### src/rtl/lsrc_pkg.sv
`default_nettype none
package lsrc_pkg;

  localparam int CW      = 16;
  localparam int DW      = CW + 1;
  localparam int PW      = 2 * DW;
  localparam int BPS     = 3;
  localparam int DSTAGES = (DW + BPS - 1) / BPS;
  localparam int QN      = DSTAGES * BPS;
  localparam int CLIP_STEPS = 4;

  localparam int OC_LEFT   = 0;
  localparam int OC_RIGHT  = 1;
  localparam int OC_BOTTOM = 2;
  localparam int OC_TOP    = 3;

  typedef logic signed [CW-1:0] coord_t;
  typedef logic signed [DW-1:0] wide_t;

  localparam coord_t XMIN_RST = coord_t'(0);
  localparam coord_t XMAX_RST = coord_t'(4095);
  localparam coord_t YMIN_RST = coord_t'(0);
  localparam coord_t YMAX_RST = coord_t'(4095);

  typedef enum logic [1:0] {
    REG_XMIN = 2'd0,
    REG_XMAX = 2'd1,
    REG_YMIN = 2'd2,
    REG_YMAX = 2'd3
  } reg_idx_t;

  typedef struct packed {
    coord_t start_x;
    coord_t start_y;
    coord_t end_x;
    coord_t end_y;
  } in_item_t;

  typedef struct packed {
    logic   accepted;
    coord_t clip_start_x;
    coord_t clip_start_y;
    coord_t clip_end_x;
    coord_t clip_end_y;
  } out_item_t;

  typedef struct packed {
    coord_t xmin;
    coord_t xmax;
    coord_t ymin;
    coord_t ymax;
  } win_t;

  typedef struct packed {
    coord_t x0;
    coord_t y0;
    coord_t x1;
    coord_t y1;
    logic   done;
    logic   acc;
  } seg_t;

  typedef struct packed {
    seg_t            seg;
    logic            first;
    logic            fix_y;
    coord_t          fixv;
    coord_t          base;
    logic            neg;
    logic            dz;
    logic [DW-1:0]   sm;
    logic [DW-1:0]   nm;
    logic [DW-1:0]   dm;
    logic [PW-1:0]   prod;
    logic [DW-1:0]   rem;
    logic [QN-1:0]   low;
  } work_t;

  function automatic logic [3:0] outcode(coord_t x, coord_t y, win_t w);
    logic [3:0] c;
    c = '0;
    c[OC_LEFT]   = x < w.xmin;
    c[OC_RIGHT]  = x > w.xmax;
    c[OC_BOTTOM] = y < w.ymin;
    c[OC_TOP]    = y > w.ymax;
    return c;
  endfunction

  function automatic logic [DW-1:0] mag(wide_t v);
    logic [DW-1:0] m;
    m = v[DW-1] ? DW'(-v) : DW'(v);
    return m;
  endfunction

endpackage
`default_nettype wire

### src/rtl/lsrc_clip_step.sv
`default_nettype none
module lsrc_clip_step (
  input  wire logic          clk,
  input  wire logic          rst,
  input  wire logic          en,
  input  wire lsrc_pkg::win_t win,
  input  wire logic          in_valid,
  input  wire lsrc_pkg::seg_t in_seg,
  output logic               out_valid,
  output lsrc_pkg::seg_t     out_seg
);

  localparam int DS = lsrc_pkg::DSTAGES;

  lsrc_pkg::work_t sel, sel_next, mul, mul_next;
  logic            sel_v, mul_v;
  lsrc_pkg::work_t div_src [DS];
  lsrc_pkg::work_t div_next[DS];
  lsrc_pkg::work_t div_q   [DS];
  logic            div_v   [DS];
  lsrc_pkg::seg_t  seg_next;

  // Select stage: outcodes, trivial tests, edge choice and operand magnitudes.
  always_comb begin
    logic [3:0] c0, c1, co;
    lsrc_pkg::wide_t sx0, sy0, sx1, sy1, span, num, den;
    c0 = lsrc_pkg::outcode(in_seg.x0, in_seg.y0, win);
    c1 = lsrc_pkg::outcode(in_seg.x1, in_seg.y1, win);
    co = (c0 != 4'd0) ? c0 : c1;
    sx0 = {in_seg.x0[lsrc_pkg::CW-1], in_seg.x0};
    sy0 = {in_seg.y0[lsrc_pkg::CW-1], in_seg.y0};
    sx1 = {in_seg.x1[lsrc_pkg::CW-1], in_seg.x1};
    sy1 = {in_seg.y1[lsrc_pkg::CW-1], in_seg.y1};
    sel_next = '0;
    sel_next.seg = in_seg;
    sel_next.first = c0 != 4'd0;
    if (co[lsrc_pkg::OC_TOP]) begin
      span = sx1 - sx0;
      num  = {win.ymax[lsrc_pkg::CW-1], win.ymax} - sy0;
      den  = sy1 - sy0;
      sel_next.fix_y = 1'b1;
      sel_next.fixv  = win.ymax;
      sel_next.base  = in_seg.x0;
    end else if (co[lsrc_pkg::OC_BOTTOM]) begin
      span = sx1 - sx0;
      num  = {win.ymin[lsrc_pkg::CW-1], win.ymin} - sy0;
      den  = sy1 - sy0;
      sel_next.fix_y = 1'b1;
      sel_next.fixv  = win.ymin;
      sel_next.base  = in_seg.x0;
    end else if (co[lsrc_pkg::OC_RIGHT]) begin
      span = sy1 - sy0;
      num  = {win.xmax[lsrc_pkg::CW-1], win.xmax} - sx0;
      den  = sx1 - sx0;
      sel_next.fix_y = 1'b0;
      sel_next.fixv  = win.xmax;
      sel_next.base  = in_seg.y0;
    end else begin
      span = sy1 - sy0;
      num  = {win.xmin[lsrc_pkg::CW-1], win.xmin} - sx0;
      den  = sx1 - sx0;
      sel_next.fix_y = 1'b0;
      sel_next.fixv  = win.xmin;
      sel_next.base  = in_seg.y0;
    end
    sel_next.sm  = lsrc_pkg::mag(span);
    sel_next.nm  = lsrc_pkg::mag(num);
    sel_next.dm  = lsrc_pkg::mag(den);
    sel_next.neg = span[lsrc_pkg::DW-1] ^ num[lsrc_pkg::DW-1] ^ den[lsrc_pkg::DW-1];
    sel_next.dz  = den == '0;
    if (!in_seg.done) begin
      if ((c0 | c1) == 4'd0) begin
        sel_next.seg.done = 1'b1;
        sel_next.seg.acc  = 1'b1;
      end else if ((c0 & c1) != 4'd0) begin
        sel_next.seg.done = 1'b1;
        sel_next.seg.acc  = 1'b0;
      end
    end
  end

  always_comb begin
    mul_next = sel;
    mul_next.prod = lsrc_pkg::PW'(sel.sm) * lsrc_pkg::PW'(sel.nm);
  end

  // Restoring divider, BPS (three) quotient bits per stage. The quotient is
  // shifted into the low dividend bits as they are consumed.
  for (genvar g = 0; g < DS; g++) begin : g_div
    if (g == 0) begin : g_first
      always_comb begin
        div_src[g] = mul;
        div_src[g].rem = lsrc_pkg::DW'(mul.prod >> lsrc_pkg::QN);
        div_src[g].low = mul.prod[lsrc_pkg::QN-1:0];
      end
    end else begin : g_rest
      assign div_src[g] = div_q[g-1];
    end

    always_comb begin
      logic [lsrc_pkg::DW:0] t;
      div_next[g] = div_src[g];
      for (int i = 0; i < lsrc_pkg::BPS; i++) begin
        t = {div_next[g].rem, div_next[g].low[lsrc_pkg::QN-1]};
        div_next[g].low = {div_next[g].low[lsrc_pkg::QN-2:0], 1'b0};
        if (t >= {1'b0, div_next[g].dm}) begin
          t = t - {1'b0, div_next[g].dm};
          div_next[g].low[0] = 1'b1;
        end
        div_next[g].rem = t[lsrc_pkg::DW-1:0];
      end
    end

    always_ff @(posedge clk) begin
      if (rst) begin
        div_v[g] <= 1'b0;
      end else if (en) begin
        div_v[g] <= (g == 0) ? mul_v : div_v[(g == 0) ? 0 : g-1];
      end
      if (en) begin
        div_q[g] <= div_next[g];
      end
    end
  end

  // Write back the moved endpoint.
  always_comb begin
    lsrc_pkg::work_t w;
    logic signed [lsrc_pkg::QN:0] bx, qx, nv;
    lsrc_pkg::coord_t newv, px, py;
    w  = div_q[DS-1];
    bx = (lsrc_pkg::QN+1)'(w.base);
    qx = $signed({1'b0, w.low});
    nv = w.neg ? (bx - qx) : (bx + qx);
    newv = w.dz ? w.base : nv[lsrc_pkg::CW-1:0];
    px = w.fix_y ? newv : w.fixv;
    py = w.fix_y ? w.fixv : newv;
    seg_next = w.seg;
    if (!w.seg.done) begin
      if (w.first) begin
        seg_next.x0 = px;
        seg_next.y0 = py;
      end else begin
        seg_next.x1 = px;
        seg_next.y1 = py;
      end
    end
  end

  always_ff @(posedge clk) begin
    if (rst) begin
      sel_v     <= 1'b0;
      mul_v     <= 1'b0;
      out_valid <= 1'b0;
    end else if (en) begin
      sel_v     <= in_valid;
      mul_v     <= sel_v;
      out_valid <= div_v[DS-1];
    end
    if (en) begin
      sel     <= sel_next;
      mul     <= mul_next;
      out_seg <= seg_next;
    end
  end

endmodule
`default_nettype wire

### config.mk
export PLATFORM = sky130hd
export DESIGN_NAME = lsrc_clip_step
export DESIGN_NICKNAME = d
export VERILOG_FILES = /design/src/rtl/lsrc_pkg.sv /design/src/rtl/lsrc_clip_step.sv
export SDC_FILE = /design/constraint.sdc
export NUM_CORES = 2
export LEC_CHECK = 0
export ABC_AREA = 1
export BUFFER_PORTS_ARGS = -buffer_cell sky130_fd_sc_hd__buf_2
export CAP_MARGIN = 30
export CORE_MARGIN = 4
export CORE_UTILIZATION = 50
export CTS_BUF_LIST = sky130_fd_sc_hd__clkbuf_8
export DETAILED_ROUTE_END_ITERATION = 7
export GPL_ROUTABILITY_DRIVEN = 1
export PLACE_DENSITY = 0.66
export SYNTH_ARGS = -nofsm -noshare
export SYNTH_HDL_FRONTEND = slang
export SYNTH_SLANG_ARGS = --single-unit
### constraint.sdc
create_clock -name clk -period 8.9 [get_ports clk]
set_input_delay 1.78 -clock clk [delete_from_list [all_inputs] [get_ports clk]]
set_output_delay 1.78 -clock clk [all_outputs]
set_load 0.05 [all_outputs]
==> flow_metrics.tcl <==
set metrics [dict create \
    status "finished clean" \
    synth_edf_count 1256 \
    synth_adder_area_share_pct 16.5 \
    yosys.area.top_type "edfxtp_1" \
    synth-async-reset-ratio_pct 0 \
    area_delta_synth_final_pct 10.0 \
    root_buffer "clkbuf_8" \
    report.final.slew_viol_count 0 \
    crit_path_end_kind "register" \
    die_height_um 395 \
    wl_per_cell_um 19.1 \
    ctsHtreeMaxLevel 4 \
    grt_pass1_wl_um 290000 \
    fin_setup_tns_ns 0 \
    synth-compound-area-share_pct 9.28 \
    hold_viol_final 0 \
    drive_above_1_share_pct 8.08 \
    grt_use_total_pct 23.9 \
    synth-xor-area-share_pct 4.47 \
    totalWireLength_um 188000 \
    rr_startpoint "div_q[0][69]$_DFFE_PP_" \
    routabilityCongestion 0.987 \
    via_count 51700 \
    period_share_pct 92.2 \
    crit_top_cell "nand2_1" \
    ios 201 \
    ys.flop_type "edfxtp_1" \
    worst_pin_slew_ns 1.04 \
    synthSimpleGateAreaFrac_pct 13.0 \
    syn-num-nets 8327 \
    rsz0062_at_grt "false" \
    holdBufCountCts 0 \
    holdCritStartpoint "div_q[1][3]$_DFFE_PP_" \
    start_kind "register" \
    yosysUniqueCellTypes 69 \
    path_clk_slew_ns 0.07 \
    cts_buffer_depth 3 \
    max_stage_delay_ns 0.48 \
    synth.yosys.seq_area_share_pct 50.4 \
    grt_overflow_total 0 \
    start_util_pct 50.5 \
    arrival_ns 8.94 \
    portBuffers 200 \
    min_to "div_q[2][6]$_DFFE_PP_" \
    avgSynthCellArea_sq_um 10.2 \
    synth_area_sq_um 75000 \
    required_ns 9.63 \
    numCtsBuffers 201 \
    dp.final_hpwl_um 147000 \
    fin_crit_ns 8.21 \
    rrSetupSlack_ns 0.69 \
    path_class "register to register" \
    coreArea_sq_um 148000 \
    cts_tree "yes" \
    drtIter0Drc 3380 \
    die-area_sq_um 156000 \
    yosys-mux-area-fraction_pct 0.0818 \
    maxSlewHeadroom_pct 30.5 \
    via_per_inst 5.26 \
    skew_ns 0.101 \
    clk-insertion-delay-late_ns 0.93 \
    setup_violations 0 \
    reg2reg_depth 49 \
    netlist_instances 7353 \
    ys_warn_count 0 \
    drc 0 \
    synth_top_family_by_area "adder cells" \
    rows 141 \
    synth_top_area_share_pct 50.3 \
    drv_cap 0 \
    cpMaxStageDelayCell "edfxtp_1" \
    cts_sinks 1259 \
    antenna_found_initial 15 \
    grt_max_degree 192 \
    yosys-top-cells-area "edfxtp_1 (50%), ha_1 (9.9%), nand2_1 (8.0%)" \
    die_w_um 395 \
    cp-startpoint "div_q[0][69]$_DFFE_PP_" \
    fin_nets 8625 \
    ys_seq_elements 1259 \
    critPathMaxFanout 27 \
    regToRegEndpoint "div_q[1][29]$_DFFE_PP_" \
    first_pass_iters 6 \
    fmax_mhz 122 \
    grt_pass1_vias 51300 \
    drtAntennaViolNets 0 \
    hold_depth 0 \
    hold_class "register to register" \
]
==> worst max path at each step <==
stage,cells past startpoint,slack (ns),to
final,49,0.69,div_q[1][29]$_DFFE_PP_
after global routing,54,0.01,div_q[3][33]$_DFFE_PP_
after CTS,47,0.23,div_q[1][26]$_DFFE_PP_
after detailed placement,47,0.29,div_q[1][26]$_DFFE_PP_
after global placement,47,0.43,div_q[1][20]$_DFFE_PP_
after floorplan,44,1.73,div_q[2][23]$_DFFE_PP_
==> cell families (layout without fill, tap and decap cells) <==
| kind of cell | count (synthesis) | after routing |
|---|---|---|
| flip-flops | 1259 | 1259 |
| AO/OA/AOI/OAI | 1265 | 1265 |
| AND/OR/NAND/NOR | 2371 | 2371 |
| XOR/XNOR | 383 | 383 |
| multiplexers | 6 | 6 |
| adder cells (fa/ha/maj) | 840 | 840 |
| buffers and inverters | 1229 | 1697 |
| other | 0 | 9 |
==> state kept, by name, summed over array words and instances (netlist names) <==
name	flops
out_seg	66
mul_next	153
div_next	153
mul_v	1
div_v	6
out_valid	1
sel_v	1
div_q	878
==> through the flow <==
| stage | instance area (sq um) | util, % | cells | hold slack [ns] | worst slack, ns |
|---|---|---|---|---|---|
| floorplan | 75000 | - | 7353 | 0.400 | 1.73 |
| global placement | 78300 | 52.8 | 9447 | 0.400 | 0.435 |
| detailed placement | 78300 | 52.8 | 9449 | 0.405 | 0.288 |
| CTS | 82400 | 55.6 | 9822 | 0.345 | 0.226 |
| global route | 82500 | 55.6 | 9825 | 0.355 | 0.0124 |
| finish | 82500 | 55.6 | 9832 | 0.344 | 0.690 |
==> critical path: cells and delay by family, from the launching register on <==
kind | cells | cell delay [ns]
DFF | 1 | 0.48
and+or+nand+nor | 26 | 2.74
buffers and inverters | 4 | 0.59
AOI/OAI and AO/OA | 15 | 2.86
adders and majority gates | 4 | 1.36
==> placed cells by master (no fill, tap or decap), types with 30 or more instances in the layout <==
cell         n
nand2_1   1593
edfxtp_1  1256
inv_1     1102
ha_1       592
a21oi_1    567
o21ai_0    419
nor2_1     354
fa_1       248
xor2_1     247
nand3_1    240
clkbuf_8   201
buf_2      200
xnor2_1    136
buf_4       62
clkinv_1    58
nor3_1      50
o21ai_1     49
nand4_1     36
o21bai_1    36
o211ai_1    30
==> cells in the mapped netlist (17+ instances only) <==
| cell type | instances |
|---|---|
| nand2_1 | 1593 |
| edfxtp_1 | 1256 |
| inv_1 | 1042 |
| ha_1 | 592 |
| a21oi_1 | 570 |
| o21ai_0 | 426 |
| nor2_1 | 356 |
| fa_1 | 248 |
| xor2_1 | 247 |
| nand3_1 | 240 |
| xnor2_1 | 136 |
| clkbuf_1 | 126 |
| nor3_1 | 50 |
| o21ai_1 | 42 |
| nand4_1 | 36 |
| o21bai_1 | 36 |
| o211ai_1 | 30 |
| buf_2 | 29 |
| a31oi_1 | 26 |
| or2_2 | 26 |
| a21o_1 | 21 |
| o21a_1 | 18 |
| o21ai_2 | 17 |
==> layer usage <==
metal	track usage, %	up-vias	share of wire, %	wire [um]
met5	0	-	0	0
met4	8.43	0	3.4	6340
met3	3.76	364	5.5	10300
met2	39.6	1331	47	88500
met1	32.0	24500	44	82700
li1	-	25500	-	-
==> what timing repair did <==
action,in CTS,in global routing
endpoints found under the setup margin,0,54
setup buffers,0,1
gates resized for setup,0,17
==> cell type report <==
class	instances	area, sq um
tap	2002	2500
sequential	1259	37800
clock inverter	172	1330
multi-input combinational	4865	32500
antenna	9	22.5
fill	12900	65900
inverter	1054	3960
clock buffer	201	2770
timing repair buffer	270	1630
Power is not shown: default switching activity piles up to over one toggle a cycle in this logic, so the estimate is an artifact.
